`src/bf3_pkg.sv`:
```
// ----------------------------------------------------------------------------
// bf3_pkg: shared types and constants of the 3x3 box filter
// Widths, pixel payload structs, command and register codes, and the
// reciprocal used for the divide by nine.
// ----------------------------------------------------------------------------
package bf3_pkg;

  localparam int MAX_WIDTH   = 2048;
  localparam int MAX_HEIGHT  = 4096;
  localparam int COL_W       = $clog2(MAX_WIDTH);
  localparam int ROW_W       = $clog2(MAX_HEIGHT);
  localparam int WIDTH_W     = 12;
  localparam int HEIGHT_W    = 13;
  localparam int CFG_INDEX_W = 1;
  localparam int CFG_DATA_W  = 13;
  localparam int PEND_W      = $clog2(MAX_WIDTH + 2);

  localparam int NUM_LANES   = 3;
  localparam int CHAN_W      = 8;
  localparam int LANE_BLUE   = 0;
  localparam int LANE_GREEN  = 1;
  localparam int LANE_RED    = 2;

  // Nine bytes plus the rounding bias fit in 12 bits.
  localparam int SUM_W       = 12;
  localparam int RECIP_W     = 13;
  localparam int PROD_W      = SUM_W + RECIP_W;
  localparam int RECIP_SHIFT = 16;
  // ceil(2^16 / 9); exact quotient for every sum below 2^15
  localparam logic [RECIP_W-1:0] RECIP_NINE = 13'd7282;
  localparam logic [SUM_W-1:0]   ROUND_BIAS = 12'd4;

  localparam logic [WIDTH_W-1:0]  WIDTH_RESET  = 12'd640;
  localparam logic [HEIGHT_W-1:0] HEIGHT_RESET = 13'd480;
  localparam logic [WIDTH_W-1:0]  WIDTH_MIN    = 12'd3;
  localparam logic [HEIGHT_W-1:0] HEIGHT_MIN   = 13'd3;

  typedef enum logic [CFG_INDEX_W-1:0] {
    REG_FRAME_WIDTH  = 1'b0,
    REG_FRAME_HEIGHT = 1'b1
  } cfg_reg_t;

  typedef enum logic {
    CMD_PIXEL = 1'b0,
    CMD_FLUSH = 1'b1
  } command_t;

  typedef logic [NUM_LANES-1:0][CHAN_W-1:0] bgr_t;

  typedef struct packed {
    command_t          command;
    logic [CHAN_W-1:0] blue_in;
    logic [CHAN_W-1:0] green_in;
    logic [CHAN_W-1:0] red_in;
  } pixel_in_t;

  typedef struct packed {
    logic [CHAN_W-1:0] blue_out;
    logic [CHAN_W-1:0] green_out;
    logic [CHAN_W-1:0] red_out;
    logic              frame_end;
  } pixel_out_t;

  // Decision for one transfer, from the position counters to the datapath.
  typedef struct packed {
    logic             valid;
    logic             pixel;
    logic             emit;
    logic             interior;
    logic             frame_end;
    logic             use_mid;
    logic [COL_W-1:0] rd_addr;
    logic [COL_W-1:0] ctr_addr;
    logic [COL_W-1:0] wr_addr;
  } ctrl_t;

  // Side information that travels next to the lane pipelines.
  typedef struct packed {
    logic emit;
    logic interior;
    logic frame_end;
    bgr_t pass;
  } tag_t;

endpackage

```
`src/bf3_lane.sv`:
```
// ----------------------------------------------------------------------------
// bf3_lane: one color channel of the filter
// Holds the 3x3 window of its channel and computes the rounded mean.
// ----------------------------------------------------------------------------
module bf3_lane (
  input  logic                        clk,
  input  logic                        rst,
  input  logic                        en,
  input  logic                        shift,
  input  logic [bf3_pkg::CHAN_W-1:0]  up,
  input  logic [bf3_pkg::CHAN_W-1:0]  mid,
  input  logic [bf3_pkg::CHAN_W-1:0]  pix,
  output logic [bf3_pkg::CHAN_W-1:0]  mean
);
  import bf3_pkg::*;

  logic [2:0][2:0][CHAN_W-1:0] win;
  logic [SUM_W-1:0]            sum, sum_q;
  logic [PROD_W-1:0]           prod_q;

  // Shift left by one column, new column enters on the right.
  always_ff @(posedge clk) begin
    if (rst) begin
      win <= '0;
    end else if (shift) begin
      for (int r = 0; r < 3; r++) begin
        win[r][0] <= win[r][1];
        win[r][1] <= win[r][2];
      end
      win[0][2] <= up;
      win[1][2] <= mid;
      win[2][2] <= pix;
    end
  end

  always_comb begin
    sum = ROUND_BIAS;
    for (int r = 0; r < 3; r++) begin
      for (int c = 0; c < 3; c++) begin
        sum = sum + SUM_W'(win[r][c]);
      end
    end
  end

  // Divide by nine through the reciprocal.
  always_ff @(posedge clk) begin
    if (en) begin
      sum_q  <= sum;
      prod_q <= PROD_W'(sum_q) * PROD_W'(RECIP_NINE);
    end
  end

  assign mean = prod_q[RECIP_SHIFT +: CHAN_W];

endmodule

```
`config.mk`:
```
export PLATFORM = sky130hd
export DESIGN_NAME = bf3_lane
export DESIGN_NICKNAME = d
export VERILOG_FILES = /design/src/bf3_pkg.sv /design/src/bf3_lane.sv
export SDC_FILE = /design/constraint.sdc
export NUM_CORES = 1
export LEC_CHECK = 0
export BUFFER_PORTS_ARGS = -buffer_cell sky130_fd_sc_hd__buf_2
export CAP_MARGIN = 25
export CORE_ASPECT_RATIO = 1.75
export CORE_MARGIN = 1.5
export CORE_UTILIZATION = 40
export DETAILED_ROUTE_END_ITERATION = 6
export GPL_ROUTABILITY_DRIVEN = 0
export GPL_TIMING_DRIVEN = 0
export HOLD_SLACK_MARGIN = 0.08
export PLACE_DENSITY_LB_ADDON = 0.12
export SLEW_MARGIN = 5
export SYNTH_ARGS = -nofsm -noshare
export SYNTH_HDL_FRONTEND = slang
export SYNTH_SLANG_ARGS = --single-unit
```
`constraint.sdc`:
```
create_clock -name clk -period 7.69 [get_ports clk]
set_input_delay 0.769 -clock clk [delete_from_list [all_inputs] [get_ports clk]]
set_output_delay 0.769 -clock clk [all_outputs]
set_load 0.01 [all_outputs]
```
# Yosys cells after proc, flatten, opt, wreduce, memory -nomap -nowiden
# Cells that the tools add are included.
[totals] regBits=107 input_bits=28 output_inout_bits=8 wordCells=21
[op_classes] add_sub_neg=9 n_mul=1
[op_table] op="$add 12x8->12" count=5
[op_table] op="$mul 12x12->23 const B" count=1
[op_table] op="$add 11x8->12" count=1
[op_table] op="$add 10x8->11" count=1
[op_table] op="$add 9x8->10" count=1
[op_table] op="$add 3x8->9 const A" count=1

# Depth between registers and ports, before layout
[depth] word_depth=9 depth_mapped=18 ltp_nobuf=18

# Least setup slack after synthesis
# OpenSTA, ideal clock, no wires.
[synth_timing] path_kind="register -> register" start="reg sum_q[1]" end="reg prod_q[21], data pin" setup_time_ns=0.270 arrival_time_ns=4.101 path_slack_ns=3.319 path_stages_with_launch=19 n_path_buf=0 synth_period_minus_slack_ns=4.371 path_cell_list="edfxtp_1 -> inv_1 -> fa_1 -> inv_1 -> ha_1 -> inv_1 -> fa_1 -> inv_1 -> fa_1 -> inv_1 -> fa_1 -> inv_1 -> ha_1 -> o21ai_0 -> o21ai_1 -> a221oi_2 -> and2b_1 -> o41ai_2 -> xor2_1"
[synth_via] elab_chain_len=1
[synth_rtl] item="start: declaration" line_no="bf3_lane.sv:18" text="logic [SUM_W-1:0] sum, sum_q;"
[synth_rtl] item="start signal: assignment" line_no="bf3_lane.sv:48" text="sum_q <= sum;"
[synth_rtl] item="$mul 12x12->23" line_no="bf3_lane.sv:49" text="prod_q <= PROD_W'(sum_q) * PROD_W'(RECIP_NINE);"
[synth_rtl] item="end signal: assignment" line_no="bf3_lane.sv:49"
[synth_rtl] item="end: declaration" line_no="bf3_lane.sv:19" text="logic [PROD_W-1:0] prod_q;"
# Every way passes these cells.
# A chain may end at the register's enable or synchronous reset.

# Final worst setup path
[layout_timing] start="reg sum_q[7]" end="reg prod_q[21], data pin"
# The elaborated chain is that of the path after synthesis.

==> results.md <==
* Max incr delay on CP at around 0.53 ns
* Die height at 177 um
* Post-route cell area at 7630 um2
* EDFF count, synth at 20
* Share of cells above drive strength 1 at 9.09%
* Async set or reset register ratio after synthesis at 0%
* Status: completed
* Hold Violations, Final at 0
* FP Rows at 63
* Yosys warning total at 0
* Antenna Nets Post-Route at 0
* Min-delay worst type: register to register
* Non-Filler Instances at 909
* # diodes at 0
* Global-route wire length before repair at 22,600 um
* Initial antenna violation count at 0
* Max_cap viols at 0
* Sequential-to-total area share from yosys stat at 29.7%
* Die area at approximately 18,000 um2
* # DRC at 0
* Area leader, netlist: fa_1
* Area Growth Syn to Fin at 10.8%
* Syn Area/Cell at 10.9 um2
* Critical path class: register to register
* Detailed router's first-iteration violation count at 87
* CTS Buf Count at 9
* Setup bufs post-CTS at 0
* Root buf cell: clkbuf_16
* Vias at 4,186
* Synth top cells by count: inv_1 (126), fa_1 (84), nor2_1 (81)
* CP Capture Type: register
* CTS resizes at 0
* Final WL at 13,300 um
* Placement Cell Area at 7330 um2
* Top cells by area, synth: fa_1 (24%), dfxtp_1 (21%), ha_1 (15%)
* Mapped Nets at 826
* Worst-path cell chain: fa_1, ha_1, inv_1, fa_1, inv_1, fa_1, inv_1, fa_1, inv_1, ha_1, o21ai_0, o21ai_1, a221oi_2, and2b_1, o41ai_2, xor2_1
* Area of the core at approximately 17,000 um2
* Final worst path period share at approximately 61%
* Synth Instances at around 630
* CP max FO at 4
* Startpoint types: register
* WP data required at 7.77 ns
* Hold_sp: win[5]
* Tightest Pin Transition at 0.585 ns
* Drt via density at 4.61
* Slew Limit Fails at 0
* Clock sinks at 92
* Final nets at 870
* Synth Cell Area at 6880 um2
* Main flop type after synthesis: dfxtp_1
* Crit. Startpoint: sum_q[7]
* CTS tree: built
* Inst Count DP at 894
* Worst path slowest cell: edfxtp_1
* Seq cells post-synth at 92
* Utilization after layout at 45.2%
* GRT Total Usage at 16.8%
* Crit path DAT at 4.81 ns
* Yosys cell types at 37
* Total gr overflow at 0
* Count of input and output buffers at 33
* CTS H-tree lvls at 3
* Reg2reg start: sum_q[7]
* Starting Density at 40.8%
* Clock transition at the registers of the reported paths at 0.06 ns
* Setup_tns at 0 ns
* Largest net degree at the start of global routing at 21
* Clock Path Buffers at 2
* Wire per inst at around 15 um
* Die Width at 102 um
* Drt first pass iters at 4
* Hold_buf cts at 0
* Clk_lat worst skew at 0.35 ns
* RSZ-0062 raised after global routing: no
* Vias in the first global route at ~4,700
* Post-detail-place hpwl at 11,500 um
* Final setup fails at 0
* I/O pin cnt at 36
* Cell with the most instances after synthesis: inv_1
* Final Skew at 0.00830 ns
* Relative slew slack at 61.0%
* Top cell type's share of synthesized area at about a quarter
* Min Tclk post-route at 4.72 ns
* Fmax at 212 MHz
[final cells by class]
| class | count | area (um2) |
|---|---|---|
| sequential | 92 | 2040 |
| multi-input combinational | 400 | 4300 |
| clock inverter | 3 | 18.8 |
| tap | 227 | 284 |
| buffer | 16 | 68.8 |
| fill | 1672 | 9240 |
| inverter | 126 | 473 |
| clock buffer | 12 | 278 |
| timing repair buffer | 33 | 165 |
[layout by cell type, fill, tap and decap left out, types with 2 or more instances in the layout]
master,count
a211oi_1,2
a21o_1,5
a21oi_1,6
buf_2,40
clkbuf_1,9
clkbuf_16,10
clkbuf_8,2
clkinv_2,2
dfxtp_1,72
edfxtp_1,20
fa_1,84
ha_1,80
inv_1,126
mux2i_1,72
nand2_1,9
nand2b_1,2
nand3_1,3
nor2_1,81
nor2b_1,2
o21a_1,3
o21ai_0,8
o21ai_1,5
o21bai_1,2
o41ai_2,2
xnor2_1,15
xor2_1,5
[sequential cells by signal (all words and copies together) (netlist names)]
name / cells
win: 72
sum_q: 12
prod_q: 8
[worst max-delay path, delay by kind of cell, from the launching register on]
family / cells / cell delay [ns]
xor+xnor: 1 / 0.15
simple gates: 1 / 0.21
flops: 1 / 0.53
compound gates: 4 / 0.61
buf+inv: 4 / 0.22
fa+ha+maj: 6 / 2.74
[per-layer routing]
layer | GRT usage, % | vias up | part of all wire [%]
met5 | 0 | - | 0
li1 | - | 2100 | -
met2 | 34.6 | 37 | 62
met1 | 15.7 | 2037 | 34
met3 | 2.89 | 12 | 1.6
met4 | 5.76 | 0 | 2.0
[per-stage QoR]
stage,hold WS (ns),setup slack [ns]
5_1_grt,0.524,2.68
2_1_floorplan,0.460,3.32
3_3_place_gp,0.476,2.98
6_report,0.503,2.97
3_5_place_dp,0.488,2.93
4_1_cts,0.502,2.91
[worst paths after layout]
check	endpoint	slack, ns	depth (start not counted)
setup / recovery	prod_q[21]	2.97	16
hold reg to reg	win[5]	0.50	2
setup reg to reg	prod_q[21]	2.97	16
hold / removal	win[5]	0.50	2
[logic make-up after synthesis]
kind of cell,count (synthesis),synth area share (%)
xor+xnor,20,2.55
flops,92,29.7
buf+inv,142,7.87
compound gates,42,4.51
fa+ha+maj,164,39.0
mux,72,10.5
simple gates,102,5.95
Power is not shown: default switching activity piles up to over one toggle a cycle in this logic, so the estimate is an artifact.
