$ cat src/bf3_pkg.sv
// ----------------------------------------------------------------------------
// bf3_pkg: shared types and constants of the 3x3 box filter
// Widths, pixel payload structs, command and register codes, and the
// reciprocal used for the divide by nine.
// ----------------------------------------------------------------------------
package bf3_pkg;

  localparam int MAX_WIDTH   = 2048;
  localparam int MAX_HEIGHT  = 4096;
  localparam int COL_W       = $clog2(MAX_WIDTH);
  localparam int ROW_W       = $clog2(MAX_HEIGHT);
  localparam int WIDTH_W     = 12;
  localparam int HEIGHT_W    = 13;
  localparam int CFG_INDEX_W = 1;
  localparam int CFG_DATA_W  = 13;
  localparam int PEND_W      = $clog2(MAX_WIDTH + 2);

  localparam int NUM_LANES   = 3;
  localparam int CHAN_W      = 8;
  localparam int LANE_BLUE   = 0;
  localparam int LANE_GREEN  = 1;
  localparam int LANE_RED    = 2;

  // Nine bytes plus the rounding bias fit in 12 bits.
  localparam int SUM_W       = 12;
  localparam int RECIP_W     = 13;
  localparam int PROD_W      = SUM_W + RECIP_W;
  localparam int RECIP_SHIFT = 16;
  // ceil(2^16 / 9); exact quotient for every sum below 2^15
  localparam logic [RECIP_W-1:0] RECIP_NINE = 13'd7282;
  localparam logic [SUM_W-1:0]   ROUND_BIAS = 12'd4;

  localparam logic [WIDTH_W-1:0]  WIDTH_RESET  = 12'd640;
  localparam logic [HEIGHT_W-1:0] HEIGHT_RESET = 13'd480;
  localparam logic [WIDTH_W-1:0]  WIDTH_MIN    = 12'd3;
  localparam logic [HEIGHT_W-1:0] HEIGHT_MIN   = 13'd3;

  typedef enum logic [CFG_INDEX_W-1:0] {
    REG_FRAME_WIDTH  = 1'b0,
    REG_FRAME_HEIGHT = 1'b1
  } cfg_reg_t;

  typedef enum logic {
    CMD_PIXEL = 1'b0,
    CMD_FLUSH = 1'b1
  } command_t;

  typedef logic [NUM_LANES-1:0][CHAN_W-1:0] bgr_t;

  typedef struct packed {
    command_t          command;
    logic [CHAN_W-1:0] blue_in;
    logic [CHAN_W-1:0] green_in;
    logic [CHAN_W-1:0] red_in;
  } pixel_in_t;

  typedef struct packed {
    logic [CHAN_W-1:0] blue_out;
    logic [CHAN_W-1:0] green_out;
    logic [CHAN_W-1:0] red_out;
    logic              frame_end;
  } pixel_out_t;

  // Decision for one transfer, from the position counters to the datapath.
  typedef struct packed {
    logic             valid;
    logic             pixel;
    logic             emit;
    logic             interior;
    logic             frame_end;
    logic             use_mid;
    logic [COL_W-1:0] rd_addr;
    logic [COL_W-1:0] ctr_addr;
    logic [COL_W-1:0] wr_addr;
  } ctrl_t;

  // Side information that travels next to the lane pipelines.
  typedef struct packed {
    logic emit;
    logic interior;
    logic frame_end;
    bgr_t pass;
  } tag_t;

endpackage

$ cat src/bf3_ctrl.sv
// ----------------------------------------------------------------------------
// bf3_ctrl: frame geometry, position counters and pending count
// Decides for each transfer what is read, written and emitted.
// ----------------------------------------------------------------------------
module bf3_ctrl (
  input  logic                             clk,
  input  logic                             rst,
  input  logic                             cfg_write_en,
  input  logic [bf3_pkg::CFG_INDEX_W-1:0]  cfg_index,
  input  logic [bf3_pkg::CFG_DATA_W-1:0]   cfg_data,
  input  logic                             take,
  input  bf3_pkg::command_t                command,
  output bf3_pkg::ctrl_t                   ctrl
);
  import bf3_pkg::*;

  logic [WIDTH_W-1:0]  frame_width;
  logic [HEIGHT_W-1:0] frame_height;
  logic [COL_W-1:0]    in_column, in_column_next;
  logic [ROW_W-1:0]    in_row, in_row_next;
  logic [COL_W-1:0]    out_column, out_column_next;
  logic [ROW_W-1:0]    out_row, out_row_next;
  logic [PEND_W-1:0]   pending, pending_next;

  logic [WIDTH_W-1:0]  w;
  logic [HEIGHT_W-1:0] h;
  logic [PEND_W-1:0]   depth;
  logic                is_flush, at_start, flush_ok, restart, fire, wrap;
  logic [PEND_W-1:0]   pend_a;
  logic [COL_W-1:0]    oc_a, oc_e, oc_adv, ic_adv;
  logic [ROW_W-1:0]    or_a, or_e, or_adv, ir_adv;
  logic [WIDTH_W-1:0]  col_inc, in_col_inc;
  logic [HEIGHT_W-1:0] row_inc, in_row_inc;

  // Clamp the geometry registers to the supported range.
  always_comb begin
    if (frame_width < WIDTH_MIN) begin
      w = WIDTH_MIN;
    end else if (frame_width > WIDTH_W'(MAX_WIDTH)) begin
      w = WIDTH_W'(MAX_WIDTH);
    end else begin
      w = frame_width;
    end
    if (frame_height < HEIGHT_MIN) begin
      h = HEIGHT_MIN;
    end else if (frame_height > HEIGHT_W'(MAX_HEIGHT)) begin
      h = HEIGHT_W'(MAX_HEIGHT);
    end else begin
      h = frame_height;
    end
  end

  assign depth    = PEND_W'(w) + PEND_W'(1);
  assign is_flush = (command == CMD_FLUSH);
  assign at_start = (in_row == '0) && (in_column == '0);
  assign flush_ok = at_start && (pending != '0);
  assign restart  = at_start && (pending != '0) && (pending < depth);

  // Drop a partly drained frame when a new one starts.
  assign pend_a = restart ? '0 : pending;
  assign oc_a   = restart ? '0 : out_column;
  assign or_a   = restart ? '0 : out_row;
  assign fire   = (pend_a >= depth);
  assign wrap   = (WIDTH_W'(oc_a) >= w) || (HEIGHT_W'(or_a) >= h);

  always_comb begin
    if (is_flush) begin
      oc_e = out_column;
      or_e = out_row;
    end else if (wrap) begin
      oc_e = '0;
      or_e = '0;
    end else begin
      oc_e = oc_a;
      or_e = or_a;
    end
  end

  // Advance the output position.
  assign col_inc = WIDTH_W'(oc_e) + WIDTH_W'(1);
  assign row_inc = HEIGHT_W'(or_e) + HEIGHT_W'(1);
  always_comb begin
    if (col_inc >= w) begin
      oc_adv = '0;
      or_adv = (row_inc >= h) ? '0 : row_inc[ROW_W-1:0];
    end else begin
      oc_adv = col_inc[COL_W-1:0];
      or_adv = or_e;
    end
  end

  // Advance the input position.
  assign in_col_inc = WIDTH_W'(in_column) + WIDTH_W'(1);
  assign in_row_inc = HEIGHT_W'(in_row) + HEIGHT_W'(1);
  always_comb begin
    if (in_col_inc >= w) begin
      ic_adv = '0;
      ir_adv = (in_row_inc >= h) ? '0 : in_row_inc[ROW_W-1:0];
    end else begin
      ic_adv = in_col_inc[COL_W-1:0];
      ir_adv = in_row;
    end
  end

  always_comb begin
    in_column_next  = in_column;
    in_row_next     = in_row;
    out_column_next = out_column;
    out_row_next    = out_row;
    pending_next    = pending;
    if (take) begin
      if (is_flush) begin
        if (flush_ok) begin
          pending_next    = pending - PEND_W'(1);
          out_column_next = oc_adv;
          out_row_next    = or_adv;
        end
      end else begin
        in_column_next = ic_adv;
        in_row_next    = ir_adv;
        if (fire) begin
          pending_next    = depth;
          out_column_next = oc_adv;
          out_row_next    = or_adv;
        end else begin
          pending_next    = pend_a + PEND_W'(1);
          out_column_next = oc_a;
          out_row_next    = or_a;
        end
      end
    end
  end

  always_comb begin
    ctrl.valid     = is_flush ? flush_ok : 1'b1;
    ctrl.pixel     = !is_flush;
    ctrl.emit      = is_flush ? flush_ok : fire;
    ctrl.interior  = !is_flush && (or_e != '0) && (oc_e != '0)
                     && (HEIGHT_W'(or_e) + HEIGHT_W'(2) <= h)
                     && (WIDTH_W'(oc_e) + WIDTH_W'(2) <= w);
    ctrl.frame_end = (HEIGHT_W'(or_e) == h - HEIGHT_W'(1))
                     && (WIDTH_W'(oc_e) == w - WIDTH_W'(1));
    ctrl.use_mid   = (HEIGHT_W'(out_row) >= h - HEIGHT_W'(1));
    ctrl.rd_addr   = is_flush ? out_column : in_column;
    ctrl.ctr_addr  = (in_column == '0) ? COL_W'(w - WIDTH_W'(1))
                                       : in_column - COL_W'(1);
    ctrl.wr_addr   = in_column;
  end

  always_ff @(posedge clk) begin
    if (rst) begin
      frame_width  <= WIDTH_RESET;
      frame_height <= HEIGHT_RESET;
      in_column    <= '0;
      in_row       <= '0;
      out_column   <= '0;
      out_row      <= '0;
      pending      <= '0;
    end else begin
      if (cfg_write_en) begin
        if (cfg_reg_t'(cfg_index) == REG_FRAME_WIDTH) begin
          frame_width <= cfg_data[WIDTH_W-1:0];
        end else begin
          frame_height <= cfg_data[HEIGHT_W-1:0];
        end
      end
      in_column  <= in_column_next;
      in_row     <= in_row_next;
      out_column <= out_column_next;
      out_row    <= out_row_next;
      pending    <= pending_next;
    end
  end

endmodule

$ cat config.mk
export PLATFORM = sky130hd
export DESIGN_NAME = bf3_ctrl
export DESIGN_NICKNAME = d
export VERILOG_FILES = /design/src/bf3_pkg.sv /design/src/bf3_ctrl.sv
export SDC_FILE = /design/constraint.sdc
export NUM_CORES = 1
export LEC_CHECK = 0
export BUFFER_PORTS_ARGS = -buffer_cell sky130_fd_sc_hd__buf_2
export CAP_MARGIN = 5
export CORE_MARGIN = 2
export CORE_UTILIZATION = 44
export CTS_BUF_LIST = sky130_fd_sc_hd__clkbuf_16
export DETAILED_ROUTE_END_ITERATION = 7
export GPL_TIMING_DRIVEN = 0
export PLACE_DENSITY_LB_ADDON = 0.25
export SKIP_LAST_GASP = 1
export SYNTH_ARGS = -nofsm -noshare
export SYNTH_HDL_FRONTEND = slang
export SYNTH_SLANG_ARGS = --single-unit
$ cat constraint.sdc
create_clock -name clk -period 28.5 [get_ports clk]
set_input_delay 4.275 -clock clk [delete_from_list [all_inputs] [get_ports clk]]
set_output_delay 4.275 -clock clk [all_outputs]
set_load 0.1 [all_outputs]
## Word level (Yosys, flattened, before mapping)

Cells that the tools add are included.

| storage, ports and cells | value |
|---|---|
| register bits after elaboration | 83 |
| bits in latches | 0 |
| RAM bits | 0 |
| bits in read-only memories | 0 |
| input port bits | 19 |
| output and inout port bits | 39 |
| memories kept | 0 |

| cells by class | value |
|---|---|
| add/sub/neg operators | 12 |
| multipliers | 0 |
| div/mod/pow operators | 0 |
| magnitude comparators | 15 |
| equality and inequality tests | 3 |
| shift-type cells | 0 |
| mux-type cells | 29 |
| bitwise gates (word level) | 2 |
| reduce and logical (&&, ||, !) cells | 20 |

Operators with widths:

| cell | count |
|---|---|
| 12-bit two-way mux | 15 |
| 11-bit two-way mux | 10 |
| 12-bit >= comparator | 3 |
| 12-bit by 1-bit adder with 13-bit output, second input constant | 2 |
| 12-bit by 13-bit >= comparator with 1-bit output | 2 |
| 13-bit >= comparator | 2 |
| 13-bit two-way mux | 2 |
| 11-bit by 1-bit adder with 12-bit output, second input constant | 2 |
| 12-bit by 1-bit adder with 12-bit output, second input constant | 2 |
| 12-bit nonzero test | 2 |
| 12-bit by 1-bit subtractor with 12-bit output, second input constant | 2 |
| 12-bit by 2-bit adder with 13-bit output, second input constant | 1 |
| 12-bit by 13-bit equality test with 1-bit output | 1 |
| 13-bit > comparator, second input constant | 1 |
| 13-bit <= comparator | 1 |
| 13-bit by 2-bit less-than comparator with 1-bit output, second input constant | 1 |
| 13-bit by 1-bit subtractor with 13-bit output, second input constant | 1 |
| 11-bit by 2-bit adder with 12-bit output, second input constant | 1 |
| 11-bit by 12-bit equality test with 1-bit output | 1 |
| 11-bit by 12-bit >= comparator with 1-bit output | 1 |
| 12-bit > comparator, second input constant | 1 |
| 12-bit <= comparator | 1 |
| 12-bit logical NOT | 1 |
| 12-bit less-than comparator | 1 |
| 12 further kinds | 24 |

## Depth between registers and ports, before layout

Gate-level depths: netlist (run 1).

| logic depth | value |
|---|---|
| depth in word-level cells | 17 |
| depth in mapped cells | 48 |
| mapped depth without buffers | 41 |

## Least setup slack after synthesis (run 1)

OpenSTA, ideal clock, no wires.

| timing | value |
|---|---|
| path type | register -> output |
| start | register frame_width[6] |
| end | output ctrl[35] (netlist name) |
| arrival time | 9.298 ns |
| data required time | 24.225 ns |
| path slack | 14.927 ns |
| cell stages (with the launch flop) | 48 |
| path buffers | 8 |
| cells stage by stage | dfxtp_1 buf_2 nor4_2 and3_1 clkbuf_1 o21ai_0 inv_1 ha_1 nand3_1 xnor2_1 ha_1 nand2_1 and4_1 o31ai_1 a41oi_1 o21ai_0 clkbuf_1 clkbuf_1 [12 not listed] buf_2 nor2_1 ha_1 and3_1 xnor2_1 nor2_1 ha_1 a21o_1 a21o_1 a21o_1 a21o_1 a21oi_1 nor2b_1 o21ai_0 a22oi_1 nor2_1 o211ai_1 nor2_1 |

RTL lines:

| element | line | RTL |
|---|---|---|
| from (decl) | bf3_ctrl.sv:17 | `logic [WIDTH_W-1:0] frame_width;` |
| from (signal assigned) | bf3_ctrl.sv:162 | `frame_width <= cfg_data[WIDTH_W-1:0];` |
| to (decl) | bf3_ctrl.sv:13 | `output bf3_pkg::ctrl_t ctrl` |

==> results of run 1 <==
==> power by group through the flow <==
stage / combinational (mW) / clock [mW] / sequential [mW]
2_1_floorplan: 0.312 / 0 / 0.136
3_3_place_gp: 0.427 / 0 / 0.140
3_5_place_dp: 0.428 / 0 / 0.140
4_1_cts: 0.430 / 0.124 / 0.137
5_1_grt: 0.472 / 0.128 / 0.139
6_report: 0.443 / 0.123 / 0.138
==> placed cells by master (no fill, tap or decap), types with 14 or more instances in the layout <==
cell type | netlist | final
a31oi_1 | 15 | 15
a22o_1 | 14 | 14
nand3_1 | 52 | 52
nor3_1 | 48 | 48
ha_1 | 140 | 140
clkbuf_1 | 65 | 65
nand2_1 | 175 | 175
and2_1 | 27 | 27
and3_1 | 16 | 16
xor2_1 | 38 | 38
o21ai_0 | 67 | 67
or3_1 | 14 | 14
buf_2 | 14 | 70
nor2b_1 | 16 | 16
dfxtp_1 | 83 | 83
xnor2_1 | 52 | 52
nand4_1 | 20 | 20
a21oi_1 | 96 | 96
nor4_1 | 18 | 18
inv_1 | 49 | 49
o211ai_1 | 20 | 20
a21o_1 | 28 | 28
nor2_1 | 138 | 138
==> final cells by class <==
class,instances,share of cell area
inverter,52,0.0170
buffer,90,0.0331
multi-input combinational,1206,0.720
sequential,83,0.145
tap,319,0.0348
timing repair buffer,56,0.0245
clock buffer,9,0.0197
clock inverter,7,0.00568
==> critical path: cells and delay by family (launching register included) <==
| family | cells | cell delay [ns] |
|---|---|---|
| buffers and inverters | 11 | 4.15 |
| AO/OA/AOI/OAI | 17 | 3.69 |
| AND/OR/NAND/NOR | 12 | 1.86 |
| adder cells (fa/ha/maj) | 5 | 1.41 |
| XOR/XNOR | 2 | 0.55 |
| flip-flops | 1 | 0.36 |
==> kinds of logic (layout without fill, tap and decap cells) <==
| family | after synthesis | after routing | synth area share |
|---|---|---|---|
| simple gates | 592 | 592 | 0.283 |
| fa+ha+maj | 141 | 141 | 0.168 |
| xor+xnor | 91 | 91 | 0.0773 |
| buf+inv | 142 | 214 | 0.0548 |
| mux | 17 | 17 | 0.0174 |
| compound gates | 365 | 365 | 0.241 |
| flops | 83 | 83 | 0.158 |
==> sequential cells by signal, indices dropped and copies added (netlist names) <==
name	count
frame_width	12
frame_height	13
in_row	12
out_column	11
pending	12
out_row	12
in_column	11
==> final timing paths <==
path                      endpoint  cells after the start
hold reg to reg   frame_height[10]                      2
hold / removal    frame_height[10]                      2
setup / recovery          ctrl[35]                     47
setup reg to reg       out_row[10]                     47
==> metal layers <==
metal,up-vias,global-route usage,part of all wire
met1,5252,0.413,0.42
met4,0,0.160,0.056
met3,146,0.0539,0.091
met5,-,0,0
li1,5369,-,-
met2,615,0.492,0.43
==> per-stage QoR <==
stage,area [um^2],utilization,power [mW]
after global placement,11200,0.477,0.567
after CTS,11500,0.490,0.691
after floorplan,10500,-,0.448
after detailed placement,11200,0.477,0.568
final,11500,0.490,0.704
after global routing,11500,0.490,0.738
==> metrics.yaml, run 1 <==
layout:
  final_cells: 1822
  seq_area_um2: 1660
  n_antenna_cell: 0
  syn_to_final_growth_pct: 9.25
  multi_input_area_um2: 8250
  drive_gt1_frac: 0.0931
  nFillCells: 2403
  nets: 1657
yosys:
  yosys.cell_types.count: 96
  synth.most_common_cell: "nand2_1"
  yosysTopAreaCellShare: 0.167
  syn_nets: 1590
  synthFlopType: "dfxtp_1"
  synth_common_cells: "175 x nand2_1, 140 x ha_1, 138 x nor2_1"
  ys_seq_area_frac: 0.158
  synth_top_cell_by_area: "ha_1"
  synthArstFlopShare: 0
  ys_warn_count: 0
  synth_area_um2: 10500
  syn_area_per_cell_um2: 7.33
  yosys-top-cells-area: "ha_1 17%, dfxtp_1 16%, nand2_1 6.3%"
  ys_ff_latch: 83
  synth-edff-count: 0
  synth_cells: 1431
grt:
  grt_overflow: 0
  grt_pass1_wl_um: 59600
  antenna_found_initial: 0
  grtUsageTotal: 0.313
  grt_max_degree: 18
  grt_pass1_vias: 10300
sta:
  slew_headroom: 0.291
  fin_crit_ns: 16.67
  hold-worst-slack_ns: 0.479
  fin_worst_skew_ns: 0.0178
  rsz0062_at_grt: "no"
  final_hold_viol_count: 0
  finalCritPeriodShare: 0.585
  setup_ws_ns: 11.83
  worst_slew_pin_slew_ns: 1.05
  fmax_mhz: 60.0
  finalSetupViolations: 0
  tns_ns: 0
  slew_violations: 0
placement:
  dpl.hpwl_um: 30700
  io_buffers: 56
  dpl.cell_count: 1806
  pre_cts_ws_ns: 12.64
  routabilityCongestion: 1.06
power_and_ir_drop:
  sequentialPowerShare: 0.196
  power.net_switching_mw: 0.388
  sw_frac_of_total: 0.551
  power.density_nw_per_um2: 61.5
  irDropWorstVdd_mv: 0.0365
  combPwrFrac: 0.629
  p_int_mw: 0.316
  power_leakage_nw: 4.88
  p_clk_frac: 0.175
critical_path:
  worstPathMaxFanout: 12
  max_stage_delay_ns: 0.51
  critical_path_required_ns: 24.23
  critPathArrivalTime_ns: 12.40
  ff2ff_setup_slack_ns: 15.88
  cp-end-kind: "output pin"
  r2r-start: "frame_width[11]"
  cpMaxStageDelayCell: "clkbuf_1"
  start_kind: "register"
  setup.worst_path.class: "register to output pin"
  worstSetupStartpoint: "frame_width[11]"
die:
  rows: 56
  start_util: 0.448
  dieHeight_um: 158
  die_w_um: 158
  fp.coreArea_um2: 23400
  io_pins: 58
  die_area_um2: 25100
clock_network:
  clock_latency_ns: 0.37
  cts_tree: "done"
  clock_sinks: 83
  post_cts_resized: 0
  post_cts_buffers: 0
  clkTransAtPathRegs_ns: 0.08
  cts.hold.buffers_added: 0
  cts_max_path_buffers: 2
  numCtsBuffers: 9
  htree_levels: 3
  cts_root_buffer: "clkbuf_16"
min_path:
  hold_start: "frame_height[10]"
  hold_path.class: "register to register"
routing:
  drc: 0
  drt_iter0_drc: 1294
  vias: 11400
  post_drt_wl_per_cell_um: 21.7
  wl_um: 39500
  dr.pass1.iters: 8
  vias_per_cell: 6.25
  ant_nets: 0
status:
  outcome: "finished clean"
run:
  max_cap_violations: 0
Power figures use the tool's default switching activity.
==> run 2: changes to the inputs <==
ABC_AREA = 1   (was unset)
clock period = 14.15 ns   (was 28.5 ns; I/O delays follow)
==> metrics.yaml, run 2 <==
status:
  outcome: "finished clean"
yosys:
  syn_area_per_cell_um2: 6.37  # -13%
  synthFlopType: "dfxtp_1"
  synthArstFlopShare: 0  # unchanged
  yosysTopAreaCellShare: 0.174  # +0.00685
  synth.most_common_cell: "nand2_1"
  synth-edff-count: 0  # unchanged
  yosys.cell_types.count: 53  # -45%
  synth_top_cell_by_area: "ha_1"
  synth_area_um2: 10100  # -3.9%
  ys_ff_latch: 83  # unchanged
  ys_warn_count: 0  # unchanged
  ys_seq_area_frac: 0.165  # +0.00649
  yosys-top-cells-area: "ha_1 17%, dfxtp_1 16%, nand2_1 12%"
  syn_nets: 1740  # +9.4%
  synth_cells: 1581  # +10%
  synth_common_cells: "318 x nand2_1, 194 x inv_1, 165 x nor2_1"
critical_path:
  worstPathMaxFanout: 11  # -1
  r2r-start: "frame_width[11]"
  cpMaxStageDelayCell: "buf_1"
  start_kind: "register"
  setup.worst_path.class: "register to output pin"
  critical_path_required_ns: 12.03  # -12.20 ns
  worstSetupStartpoint: "frame_width[11]"
  max_stage_delay_ns: 0.71  # +0.20 ns
  critPathArrivalTime_ns: 11.18  # -1.22 ns
  cpMostUsedCell: "nand2_1"
  cp-end-kind: "output pin"
die:
  die_area_um2: 24100  # -3.8%
  die_w_um: 155  # -1.9%
  dieHeight_um: 155  # -1.9%
  fp.coreArea_um2: 22600  # -3.6%
  start_util: 0.446  # -0.00180
  rows: 55  # -1.8%
  io_pins: 58  # unchanged
clock_network:
  cts_root_buffer: "clkbuf_16"
  cts_tree: "done"
  cts_max_path_buffers: 2  # unchanged
  post_cts_buffers: 0  # unchanged
  htree_levels: 3  # unchanged
  clkTransAtPathRegs_ns: 0.07  # about the same
  numCtsBuffers: 9  # unchanged
  clock_latency_ns: 0.36  # about the same
  cts.hold.buffers_added: 0  # unchanged
  clock_sinks: 83  # unchanged
  post_cts_resized: 0  # unchanged
sta:
  finalCritPeriodShare: 0.940
  fmax_mhz: 75.2
  rsz0062_at_grt: "no"
  tns_ns: 0  # unchanged
  finalSetupViolations: 0  # unchanged
  worst_slew_pin_slew_ns: 0.880  # -0.173 ns
  slew_violations: 0  # unchanged
  fin_worst_skew_ns: 0.00643  # -0.0113 ns
  fin_crit_ns: 13.30
  slew_headroom: 0.409  # +0.118
  final_hold_viol_count: 0  # unchanged
power_and_ir_drop:
  sw_frac_of_total: 0.524  # -0.0273
  power.density_nw_per_um2: 106  # +73%
  power_leakage_nw: 5.31  # +8.9%
  power.net_switching_mw: 0.610  # +57%
  irDropWorstVdd_mv: 0.0872  # +140%
  p_int_mw: 0.555  # +76%
  combPwrFrac: 0.563  # -0.066
  sequentialPowerShare: 0.237  # +0.041
  p_clk_frac: 0.200  # +0.025
layout:
  final_common_cell: "nand2_1"
  final_core_util: 0.487  # -0.00271
  drive_gt1_frac: 0.0884  # -0.00477
  n_antenna_cell: 0  # unchanged
  syn_to_final_growth_pct: 9.08
  nets: 1806  # +9.0%
  final_cell_mix: "318 x nand2_1, 194 x inv_1, 165 x nor2_1"
  top_register: "frame_height"
  largest_reg_flops: 13  # unchanged
  nFillCells: 2401  # -0.083%
routing:
  drc: 0  # unchanged
  wl_um: 34800  # -12%
  drt_iter0_drc: 991  # -23%
  post_drt_wl_per_cell_um: 18.0  # -17%
  vias_per_cell: 5.64  # -9.7%
  dr.pass1.iters: 8  # unchanged
  vias: 10900  # -4.0%
  ant_nets: 0  # unchanged
grt:
  grt_pass1_wl_um: 54600  # -8.4%
  grtUsageTotal: 0.289  # -0.0241
  grt_overflow: 0  # unchanged
  grt_max_degree: 16  # -2
  antenna_found_initial: 0  # unchanged
  grt_pass1_vias: 10100  # -1.9%
min_path:
  hold_start: "frame_height[1]"
  hold_path.class: "register to register"
run:
  max_cap_violations: 0  # unchanged
placement:
  dpl.hpwl_um: 27900  # -9.3%
  routabilityCongestion: 1.04  # -2.3%
  io_buffers: 55  # -1.8%
-- run 2: cell types whose count changed in the layout (fill, tap and decap cells not counted), moves of 21 or more --
| cell | previous run | this run |
|---|---|---|
| inv_1 | 49 | 194 |
| nand3_1 | 52 | 105 |
| xor2_1 | 38 | 71 |
| nand2_1 | 175 | 318 |
| nor2_1 | 138 | 165 |
| o21ai_0 | 67 | 112 |
| clkbuf_1 | 65 | 35 |
| a21o_1 | 28 | 1 |
| nor3_1 | 48 | 27 |
| a21oi_1 | 96 | 124 |
| xnor2_1 | 52 | 11 |
-- run 2: routing by layer --
metal | GRT usage | share of wire
met1 | 0.397 | 0.45
met2 | 0.474 | 0.45
met3 | 0.0220 | 0.067
met4 | 0.112 | 0.034
met5 | 0 | 0
-- run 2: power by group through the flow --
stage / clock network, mW / logic (mW) / registers, mW
2_1_floorplan: 0 / 0.478 / 0.274
6_report: 0.233 / 0.657 / 0.276
3_3_place_gp: 0 / 0.634 / 0.280
4_1_cts: 0.235 / 0.647 / 0.275
5_1_grt: 0.244 / 0.720 / 0.278
3_5_place_dp: 0 / 0.644 / 0.280
-- run 2: worst paths after layout --
kind / endpoint / slack, ns / cells past startpoint
hold / removal: frame_height[1] / 0.49 / 2
setup reg to reg: out_row[2] / 2.71 / 58
hold reg to reg: frame_height[1] / 0.49 / 2
setup / recovery: ctrl[35] / 0.85 / 58
-- run 2: layout make-up --
type,count,area [um^2],share of cell area
plain buffers,45,195,0.0178
clock buffers,9,225,0.0205
inverters,210,788,0.0717
repair buffers,55,275,0.0250
well taps,285,357,0.0324
clock inverters,7,51.3,0.00467
flip-flops and latches,83,1660,0.151
multi-input cells,1243,7440,0.677
-- run 2: per-stage QoR --
| step | hold WS (ns) | instance area, um^2 | setup slack, ns | total power, mW | std cells |
|---|---|---|---|---|---|
| after global placement | 0.480 | 10700 | 1.57 | 0.914 | 1921 |
| after detailed placement | 0.481 | 10700 | 1.51 | 0.925 | 1921 |
| final | 0.491 | 11000 | 0.849 | 1.17 | 1937 |
| after CTS | 0.491 | 11000 | 1.09 | 1.16 | 1937 |
| after global routing | 0.513 | 11000 | 0.103 | 1.24 | 1937 |
| after floorplan | 0.452 | 10100 | 3.29 | 0.752 | 1581 |
-- run 2: cells by family after synthesis --
kind of cell	count (synthesis)	share of synthesized area
and+or+nand+nor	707	0.316
buffers and inverters	255	0.0976
xor gates and xnor gates	84	0.0745
AOI/OAI and AO/OA	312	0.173
DFF	83	0.165
adders and majority gates	140	0.174
-- run 2: critical path, delay by kind of cell, from the launching register on --
family	cells	cell delay, ns
fa+ha+maj	5	1.43
simple gates	27	3.21
flops	1	0.36
xor+xnor	2	0.58
compound gates	12	2.06
buf+inv	12	3.19
